`config.mk`:
```
export PLATFORM = sky130hd
export DESIGN_NAME = k_way_merge_selector_unit
export DESIGN_NICKNAME = d
export VERILOG_FILES = /design/src/design/kwms_pkg.sv /design/src/design/kwms_ctrl.sv /design/src/design/kwms_dp.sv /design/src/design/k_way_merge_selector_unit.sv
export SDC_FILE = /design/constraint.sdc
export NUM_CORES = 2
export LEC_CHECK = 0
export BUFFER_PORTS_ARGS = -buffer_cell sky130_fd_sc_hd__buf_2
export CAP_MARGIN = 30
export CORE_MARGIN = 3
export CORE_UTILIZATION = 55
export CTS_CLUSTER_DIAMETER = 40
export DETAILED_ROUTE_END_ITERATION = 7
export PLACE_DENSITY = 0.78
export SYNTH_ARGS = -nofsm -noshare
export SYNTH_HDL_FRONTEND = slang
export SYNTH_SLANG_ARGS = --single-unit
export TNS_END_PERCENT = 50
```
`constraint.sdc`:
```
create_clock -name clk_i -period 7.2 [get_ports clk_i]
set_input_delay 2.16 -clock clk_i [delete_from_list [all_inputs] [get_ports clk_i]]
set_output_delay 2.16 -clock clk_i [all_outputs]
set_load 0.1 [all_outputs]
```
`src/design/kwms_pkg.sv`:
```
// shared types and constants of the k-way merge selector
package kwms_pkg;

  localparam int unsigned DefMaxSources = 16;
  localparam int unsigned ValueW        = 64;
  localparam int unsigned SourceW       = 4;
  localparam int unsigned NumSrcW       = 5;
  localparam int unsigned MaskW         = 16;
  localparam int unsigned ApbAddrW      = 3;
  localparam int unsigned ApbDataW      = 32;

  localparam logic [0:0] RegNumSources = 1'b0;

  typedef enum logic [0:0] {
    ST_IDLE,
    ST_POP
  } state_e;

  typedef struct packed {
    logic insert;
    logic pop;
    logic finish;
  } dp_cmd_t;

  typedef struct packed {
    logic emit_ok;
    logic queue_nonempty;
    logic all_exhausted;
    logic out_free;
  } dp_status_t;

endpackage

```
`src/design/kwms_ctrl.sv`:
```
// control state machine of the k-way merge selector
module kwms_ctrl
  import kwms_pkg::*;
(
  input  logic       clk_i,
  input  logic       rst_ni,
  input  logic       s_tvalid,
  output logic       s_tready,
  input  dp_status_t status_i,
  output dp_cmd_t    cmd_o
);

  state_e state_q, state_d;

  always_ff @(posedge clk_i or negedge rst_ni) begin
    if (!rst_ni) begin
      state_q <= ST_IDLE;
    end else begin
      state_q <= state_d;
    end
  end

  always_comb begin
    state_d  = state_q;
    s_tready = 1'b0;
    cmd_o    = '0;
    case (state_q)
      ST_IDLE: begin
        s_tready     = 1'b1;
        cmd_o.insert = s_tvalid;
        if (s_tvalid) begin
          state_d = ST_POP;
        end
      end
      ST_POP: begin
        if (!status_i.emit_ok) begin
          state_d = ST_IDLE;
        end else if (status_i.queue_nonempty) begin
          if (status_i.out_free) begin
            cmd_o.pop = 1'b1;
            state_d   = ST_IDLE;
          end
        end else if (status_i.all_exhausted) begin
          if (status_i.out_free) begin
            cmd_o.finish = 1'b1;
            state_d      = ST_IDLE;
          end
        end else begin
          state_d = ST_IDLE;
        end
      end
      default: begin
        state_d = ST_IDLE;
      end
    endcase
  end

endmodule

```
`src/design/kwms_dp.sv`:
```
// sorted shift-register queue, merge bookkeeping and output register
module kwms_dp
  import kwms_pkg::*;
#(
  parameter int unsigned MAX_SOURCES = DefMaxSources
) (
  input  logic                      clk_i,
  input  logic                      rst_ni,
  input  dp_cmd_t                   cmd_i,
  output dp_status_t                status_o,
  input  logic [NumSrcW-1:0]        count_i,
  input  logic signed [ValueW-1:0]  in_value_i,
  input  logic [SourceW-1:0]        in_source_i,
  input  logic                      in_at_end_i,
  output logic                      m_tvalid,
  input  logic                      m_tready,
  output logic signed [ValueW-1:0]  m_tdata,
  output logic [SourceW-1:0]        m_tuser,
  output logic                      m_tlast
);

  localparam int unsigned OccW = $clog2(MAX_SOURCES + 1);

  logic signed [ValueW-1:0] qv_q [MAX_SOURCES];
  logic [SourceW-1:0]       qs_q [MAX_SOURCES];
  logic [OccW-1:0]          occ_q, occ_d;
  logic [NumSrcW-1:0]       primed_q, primed_d;
  logic [MaskW-1:0]         exh_q, exh_d;
  logic                     emit_ok_q, emit_ok_d;
  logic [MAX_SOURCES-1:0]   keep;
  logic [MaskW-1:0]         need;
  logic                     full;
  logic                     do_ins;

  logic                     out_valid_q;
  logic signed [ValueW-1:0] out_value_q;
  logic [SourceW-1:0]       out_source_q;
  logic                     out_finished_q;

  assign full   = (occ_q == OccW'(MAX_SOURCES));
  assign do_ins = cmd_i.insert && !in_at_end_i && !full;

  // entries that stay in place: occupied and not greater than the new value
  always_comb begin
    for (int i = 0; i < MAX_SOURCES; i++) begin
      keep[i] = (OccW'(i) < occ_q) && !(qv_q[i] > in_value_i);
    end
  end

  always_ff @(posedge clk_i) begin
    if (do_ins) begin
      if (!keep[0]) begin
        qv_q[0] <= in_value_i;
        qs_q[0] <= in_source_i;
      end
      for (int i = 1; i < MAX_SOURCES; i++) begin
        if (keep[i]) begin
          qv_q[i] <= qv_q[i];
          qs_q[i] <= qs_q[i];
        end else if (keep[i-1]) begin
          qv_q[i] <= in_value_i;
          qs_q[i] <= in_source_i;
        end else begin
          qv_q[i] <= qv_q[i-1];
          qs_q[i] <= qs_q[i-1];
        end
      end
    end else if (cmd_i.pop) begin
      for (int i = 0; i < MAX_SOURCES - 1; i++) begin
        qv_q[i] <= qv_q[i+1];
        qs_q[i] <= qs_q[i+1];
      end
    end
  end

  always_comb begin
    occ_d     = occ_q;
    primed_d  = primed_q;
    exh_d     = exh_q;
    emit_ok_d = emit_ok_q;
    if (cmd_i.insert) begin
      if (in_at_end_i) begin
        exh_d = exh_q | (MaskW'(1) << in_source_i);
      end else if (!full) begin
        occ_d = occ_q + OccW'(1);
      end
      emit_ok_d = (primed_q >= count_i) ||
                  ({1'b0, primed_q} + (NumSrcW + 1)'(1) >= {1'b0, count_i});
      if (primed_q < count_i) begin
        primed_d = primed_q + NumSrcW'(1);
      end
    end else if (cmd_i.pop) begin
      occ_d = occ_q - OccW'(1);
    end
  end

  always_ff @(posedge clk_i or negedge rst_ni) begin
    if (!rst_ni) begin
      occ_q     <= '0;
      primed_q  <= '0;
      exh_q     <= '0;
      emit_ok_q <= 1'b0;
    end else begin
      occ_q     <= occ_d;
      primed_q  <= primed_d;
      exh_q     <= exh_d;
      emit_ok_q <= emit_ok_d;
    end
  end

  always_comb begin
    for (int j = 0; j < MaskW; j++) begin
      need[j] = (NumSrcW'(j) < count_i);
    end
  end

  assign status_o.emit_ok        = emit_ok_q;
  assign status_o.queue_nonempty = (occ_q != '0);
  assign status_o.all_exhausted  = &(exh_q | ~need);
  assign status_o.out_free       = !out_valid_q || m_tready;

  always_ff @(posedge clk_i or negedge rst_ni) begin
    if (!rst_ni) begin
      out_valid_q <= 1'b0;
    end else if (cmd_i.pop || cmd_i.finish) begin
      out_valid_q <= 1'b1;
    end else if (m_tready) begin
      out_valid_q <= 1'b0;
    end
  end

  always_ff @(posedge clk_i) begin
    if (cmd_i.pop) begin
      out_value_q    <= qv_q[0];
      out_source_q   <= qs_q[0];
      out_finished_q <= 1'b0;
    end else if (cmd_i.finish) begin
      out_value_q    <= '0;
      out_source_q   <= '0;
      out_finished_q <= 1'b1;
    end
  end

  assign m_tvalid = out_valid_q;
  assign m_tdata  = out_value_q;
  assign m_tuser  = out_source_q;
  assign m_tlast  = out_finished_q;

endmodule

```
`src/design/k_way_merge_selector_unit.sv`:
```
// top level of the k-way merge selector
//
// Merges up to 16 ascending signed 64-bit streams through a sorted queue of
// MAX_SOURCES entries held in shift registers. An accepted request, unless it
// is at_end, is inserted in the same cycle by a parallel compare against every
// queued entry, and the following cycle pops the head into the output register;
// the pop cycle is held for as long as the output register still carries an
// earlier result that has not been taken. Equal values leave in arrival order.
// No result is given until num_sources requests have arrived; once all
// configured sources are exhausted and the queue is empty a request returns
// one result with m_tlast (finished) set and zero data.
module k_way_merge_selector_unit
  import kwms_pkg::*;
#(
  parameter int unsigned MAX_SOURCES = DefMaxSources
) (
  input  logic                 clk_i,
  input  logic                 rst_ni,
  input  logic                 psel,
  input  logic                 penable,
  input  logic                 pwrite,
  input  logic [ApbAddrW-1:0]  paddr,
  input  logic [ApbDataW-1:0]  pwdata,
  output logic [ApbDataW-1:0]  prdata,
  output logic                 pready,
  input  logic                 s_tvalid,
  output logic                 s_tready,
  input  logic [ValueW-1:0]    s_tdata,   // [63:0] value
  input  logic [SourceW-1:0]   s_tuser,   // [3:0] source
  input  logic                 s_tlast,   // at_end
  output logic                 m_tvalid,
  input  logic                 m_tready,
  output logic [ValueW-1:0]    m_tdata,   // [63:0] min_value
  output logic [SourceW-1:0]   m_tuser,   // [3:0] min_source
  output logic                 m_tlast    // finished
);

  localparam int unsigned MaxCount = (MAX_SOURCES < 16) ? MAX_SOURCES : 16;

  logic [NumSrcW-1:0] num_sources_q;
  logic [NumSrcW-1:0] count;
  logic               reg_sel;
  dp_cmd_t            cmd;
  dp_status_t         status;

  assign pready  = 1'b1;
  assign reg_sel = (paddr[ApbAddrW-1:2] == RegNumSources);

  always_ff @(posedge clk_i or negedge rst_ni) begin
    if (!rst_ni) begin
      num_sources_q <= NumSrcW'(1);
    end else if (psel && penable && pwrite && reg_sel) begin
      num_sources_q <= pwdata[NumSrcW-1:0];
    end
  end

  assign prdata = reg_sel ? ApbDataW'(num_sources_q) : '0;

  // effective source count, clamped to the supported range
  always_comb begin
    if (num_sources_q == '0) begin
      count = NumSrcW'(1);
    end else if (num_sources_q > NumSrcW'(MaxCount)) begin
      count = NumSrcW'(MaxCount);
    end else begin
      count = num_sources_q;
    end
  end

  kwms_ctrl u_ctrl (
    .clk_i    (clk_i),
    .rst_ni   (rst_ni),
    .s_tvalid (s_tvalid),
    .s_tready (s_tready),
    .status_i (status),
    .cmd_o    (cmd)
  );

  kwms_dp #(
    .MAX_SOURCES (MAX_SOURCES)
  ) u_dp (
    .clk_i       (clk_i),
    .rst_ni      (rst_ni),
    .cmd_i       (cmd),
    .status_o    (status),
    .count_i     (count),
    .in_value_i  (s_tdata),
    .in_source_i (s_tuser),
    .in_at_end_i (s_tlast),
    .m_tvalid    (m_tvalid),
    .m_tready    (m_tready),
    .m_tdata     (m_tdata),
    .m_tuser     (m_tuser),
    .m_tlast     (m_tlast)
  );

endmodule

```
-- After elaboration in Yosys (flattened, before gate mapping)
Memory sizes are Yosys's and may differ from the RTL's.
Cells that the tools add are included.
- bits in registers: 103
- bits in latches: 0
- RAM bits: 1088
- bits in read-only memories: 0
- input bits: 111
- memories: 2
- add/subtract/negate cells: 4
- multiply operators: 0
- div/mod/pow operators: 0
- magnitude comparators: 52
- equality and inequality tests: 3
- shifts and indexed selects: 1
- muxes and demuxes: 273
- bitwise operators: 95
- reductions and logical operators: 52
- memories (memory ; words ; width ; read ports ; clocked after memory_dff ; write ports ; line ; RTL):
    u_dp.qv_q ; 16 ; 64 ; 16 ; 0 ; 16 ; kwms_dp.sv:24 ; logic signed [ValueW-1:0] qv_q [MAX_SOURCES];
    u_dp.qs_q ; 16 ; 4 ; 16 ; 0 ; 16 ; kwms_dp.sv:25 ; logic [SourceW-1:0] qs_q [MAX_SOURCES];
- operator list (kind ; count):
    $mux 64 ; 47
    $gt 64x64->1 ; 16
    $mux 4 ; 47
    $mux 1 ; 169
    $or 1x1->1 ; 90
    $lt 4x5->1 const A ; 16
    $lt 3x5->1 const A ; 8
    $mux 5 ; 7
    $or 16x16->16 ; 2
    $logic_and 1x1->1 ; 21
    $lt 1x5->1 const A ; 4
    $lt 2x5->1 const A ; 4
    $logic_not 1->1 ; 19
    $not 16->16 ; 1
    $reduce_and 16->1 ; 1
    $shl 1x4->16 const A ; 1
    $add 5x1->5 const B ; 2
    $add 5x1->6 const B ; 1
    $ge 6x5->1 ; 1
    $reduce_bool 2->1 ; 3
    $eq 5x5->1 const B ; 1
    $ge 5x5->1 ; 1
    $gt 5x5->1 const B ; 1
    $logic_not 5->1 ; 1
    10 further kinds ; 16

-- Logic depth before layout (Yosys ltp)
- depth after elaboration: 15
- depth in mapped cells: 16

-- Hierarchy
From an unflattened synthesis, not the netlist that was laid out.
- cell total of the unflattened synthesis: 7880
- area total of the unflattened synthesis: 81341.8 um^2
- by module, submodules not included (module ; times used ; cells each ; area an instance (um^2)):
    kwms_dp ; 1 ; 7818 ; 80761.2
    k_way_merge_selector_unit ; 1 ; 53 ; 500.5
    kwms_ctrl ; 1 ; 9 ; 80.1

-- Worst setup path after synthesis
OpenSTA, ideal clock, no wires.
- kind: input port to flip-flop
- from: input s_tdata[63]
- to: memory u_dp.qs_q[7][0], in the netlist u_dp.qs_q[0][28] (enable)
- library setup time: 0.589 ns
- arrival: 9.385 ns
- required time: 6.611 ns
- path slack: -2.774 ns
- stages: 12
- path buffers: 3
- path through: clkbuf_1 inv_1 ha_1 nand4_1 or2_2 nor3_1 nand4_1 o22ai_1 o32ai_1 clkbuf_1 clkbuf_1 o21ai_0
- RTL lines (item ; line ; RTL):
    from (decl) ; k_way_merge_selector_unit.sv:28 ; input logic [ValueW-1:0] s_tdata,
    to (decl) ; kwms_dp.sv:25 ;

==> results.md <==
* Status: finished, final reports clean
* Fin area at 91100 um^2
* Post-synth EDFFs at 1156
* Hold_buf cts at 0
* Logic pwr share at 43.3%
* Worst Tran Pin Value at 1280 ps
* Hold Path End: u_dp.exh_q[1]$_DFFE_PN0P_
* Layout area overhead at 14.7%
* Initial antenna violation count at 8
* CP most frequent cell: buf_4
* Sequential share of power at 34.3%
* VDD IR max at 0.000560 V
* Post-route insts no fill at 9608
* Cells on worst reg2reg path at 16
* Die Span X at 386 um
* Pwr/cell area at 470 nW/um^2
* DIE AREA at 149000 um^2
* Post-CTS sizing at 0
* Syn. warnings at 0
* DR vias/cell at 6.97
* Hold Crit Depth at 1
* Clock Tree Buf Depth at 3
* Fmax at 155 MHz
* Die Span Y at 386 um
* Overall Power at 42.8 mW
* Critical-path cell list: buf_2 -> inv_1 -> ha_1 -> nand4_1 -> nor3_1 -> nand2_1 -> buf_4 -> nor4_1 -> buf_4 -> a32oi_1 -> nand4_1 -> a31oi_1 -> buf_4 -> nor2_4 -> buf_12 -> buf_4 -> nor2_1 -> a221o_1
* Setup CP Type: in -> reg
* Routability cong. at 1.00
* Drt drc at 0
* Syn Area/Cell at 10.8 um^2
* Slew HR at 15.0%
* Router iterations before antenna repair at 6
* Hold Crit Start: u_dp.exh_q[1]$_DFFE_PN0P_
* Worst path slowest cell: nor3_1
* Mapped Cells at 7327
* Sequential area share after synthesis at 44.8%
* #FFs+latches synth at 1191
* Setup tns final at 0 ps
* WHS at 456 ps
* First-pass GRT wire length at 402000 um
* Placement Cell Area at 84400 um^2
* Worst EP required at 7780 ps
* Synth Flop Type: edfxtp_1
* Remaining antenna violation count at 0
* Clock Latency Late Sink at 850 ps
* Fillers at 10699
* Crit end category: flop
* Setup Skew at 66.1 ps
* Netlist cell types at 84
* Worst flop-to-flop path endpoint: u_dp.qv_q[0][465]$_DFFE_PP_
* Period utilization at 89.5%
* Core box area at 142000 um^2
* Share of cells above drive strength 1 at 12.3%
* RSZ-0062 raised after global routing: no
* Vias in the first global route at 64798
* Hold Path Class: reg -> reg
* WL final at 270000 um
* Io pins at 215
* Fin crit period at 6450 ps
* Final setup viols at 0
* Fin. Hold Viols at 0
* GRT Overall Usage at 35.5%
* Sw Share at 42.7%
* DRT iter0 DRCs at 9519
* Async set or reset register ratio after synthesis at 2.85%
* PortBufs at 157
* Max-cap violation count at 0
* Initial Util at 55.7%
* Grt ovf at 0
* Syn Std Cell Area at 79400 um^2
* Critical path data arrival time at 7030 ps
* Site Rows at 138
* Util after Layout at 63.9%
* Post-CTS setup buffer count at 0
* Slowest stage delay, CP at 930 ps
* Leakage power at 37.8 nW
* H-Tree Depth at 4
* DR WL/cell at 28.1 um
* Slew Limit Fails at 0
* Critical Path Fanout Max at 59
* Root buf cell: clkbuf_16
* Worst-path clk slew at 60 ps
* Hpwl dp at 193000 um
* Reg-to-reg setup timing slack at 2250 ps
* Final #Nets at 8694
* Pint at 24.5 mW
* Clock power share at 22.4%
* Sw power at 18.3 mW
* DP Worst Slack at 197 ps
* Critical path origin: s_tdata[46]
* Worst R2R Start: u_dp.qv_q[0][429]$_DFFE_PP_
* Clk sinks at 1191
* Via count at 66987
* Setup ws final at 753 ps
* Total CTS buffers at 194
* Startpoint Class: input pin
* CTS tree: built
* Pin count of the biggest net entering global routing at 241
* Inst Count DP at 9237
## cells in the mapped netlist (29+ instances only)
| cell | count | area, um^2 |
|---|---|---|
| edfxtp_1 | 1156 | 34700 |
| ha_1 | 1039 | 13000 |
| nand2_1 | 872 | 3270 |
| o21ai_0 | 525 | 2630 |
| a221o_1 | 475 | 4750 |
| nor2_1 | 447 | 1680 |
| mux2i_1 | 407 | 4070 |
| a21oi_1 | 374 | 1870 |
| clkbuf_1 | 354 | 1330 |
| nand4_1 | 223 | 1400 |
| a21o_1 | 208 | 1560 |
| nand3_1 | 158 | 791 |
| nor3_1 | 107 | 536 |
| inv_1 | 106 | 398 |
| a211oi_1 | 93 | 698 |
| and2_1 | 71 | 444 |
| o311ai_0 | 66 | 578 |
| buf_2 | 57 | 285 |
| mux2_2 | 55 | 619 |
| nor2b_1 | 45 | 282 |
| buf_4 | 42 | 315 |
| nor4_1 | 36 | 225 |
| dfrtp_1 | 33 | 826 |
| o211ai_1 | 29 | 218 |
## how the worst max path moves through the flow
stage,end,slack [ps],cells after the start
floorplan,u_dp.qs_q[1][20]$_DFFE_PP_,-580,10
global placement,u_dp.qv_q[0][464]$_DFFE_PP_,160,18
detailed placement,u_dp.qv_q[0][466]$_DFFE_PP_,200,18
CTS,u_dp.qv_q[0][465]$_DFFE_PP_,1000,18
global route,u_dp.qv_q[0][464]$_DFFE_PP_,780,18
finish,u_dp.qv_q[0][465]$_DFFE_PP_,750,18
## metal layers
| metal | share of wire (%) | track usage (%) |
|---|---|---|
| met4 | 6.8 | 21.1 |
| met1 | 38 | 46.3 |
| met5 | 0.010 | 0 |
| met2 | 44 | 53.7 |
| met3 | 12 | 8.62 |
## kinds of logic after synthesis
group,Yosys count,share of synthesized area [%]
AOI/OAI and AO/OA,1960,17.4
buffers and inverters,592,3.23
muxes,482,6.29
and+or+nand+nor,2047,11.7
adders and majority gates,1039,16.4
other,2,0.00946
DFF,1191,44.8
xor gates and xnor gates,14,0.154
## power groups by stage
| stage | clock, mW | combinational (mW) | sequential, mW |
|---|---|---|---|
| after floorplan | 0 | 11.2 | 14.4 |
| after global placement | 0 | 17.2 | 14.5 |
| after detailed placement | 0 | 18.0 | 14.6 |
| after CTS | 9.61 | 18.2 | 14.5 |
| after global routing | 9.91 | 19.9 | 14.9 |
| final | 9.59 | 18.5 | 14.7 |
## final cells by class
| class | instances | area, um^2 | area share, % |
|---|---|---|---|
| clock inverter | 157 | 1740 | 1.91 |
| timing repair buffer | 481 | 4370 | 4.80 |
| inverter | 106 | 398 | 0.437 |
| antenna | 3 | 7.51 | 0.00824 |
| clock buffer | 210 | 4940 | 5.42 |
| multi-input combinational | 5570 | 41700 | 45.8 |
| tap | 1890 | 2360 | 2.60 |
| sequential | 1191 | 35600 | 39.1 |
## critical path, delay by kind of cell
kind	cells	cell delay, ps
AOI/OAI and AO/OA	3	520
adders and majority gates	1	390
buffers and inverters	7	1670
and+or+nand+nor	7	2130
## cells in the final DEF (no fill, tap or decap), types with 33 or more instances in the layout
cell,n
a21oi_1,373
o311ai_0,65
clkbuf_16,195
edfxtp_1,1156
nand2_1,863
and2_1,70
buf_4,230
nand3_1,156
inv_1,106
nor3_1,107
a21o_1,208
mux2i_1,407
nor2b_1,42
dfrtp_1,33
a211oi_1,93
ha_1,1039
o21ai_0,516
nand4_1,223
nor2_1,442
buf_2,158
nor4_1,35
buf_12,92
a221o_1,475
mux2_2,55
## state kept, by name, indices dropped and copies added (netlist names)
name	cells
u_dp.m_tlast	1
u_dp.qs_q	64
u_dp.primed_q	5
u_dp.m_tuser	4
u_dp.emit_ok_q	1
num_sources_q	5
u_dp.m_tvalid	1
u_dp.qv_q	1024
u_dp.occ_q	5
u_ctrl.state_q	1
u_dp.m_tdata	64
u_dp.exh_q	16
No activity file was read; power rests on OpenSTA's default activity.
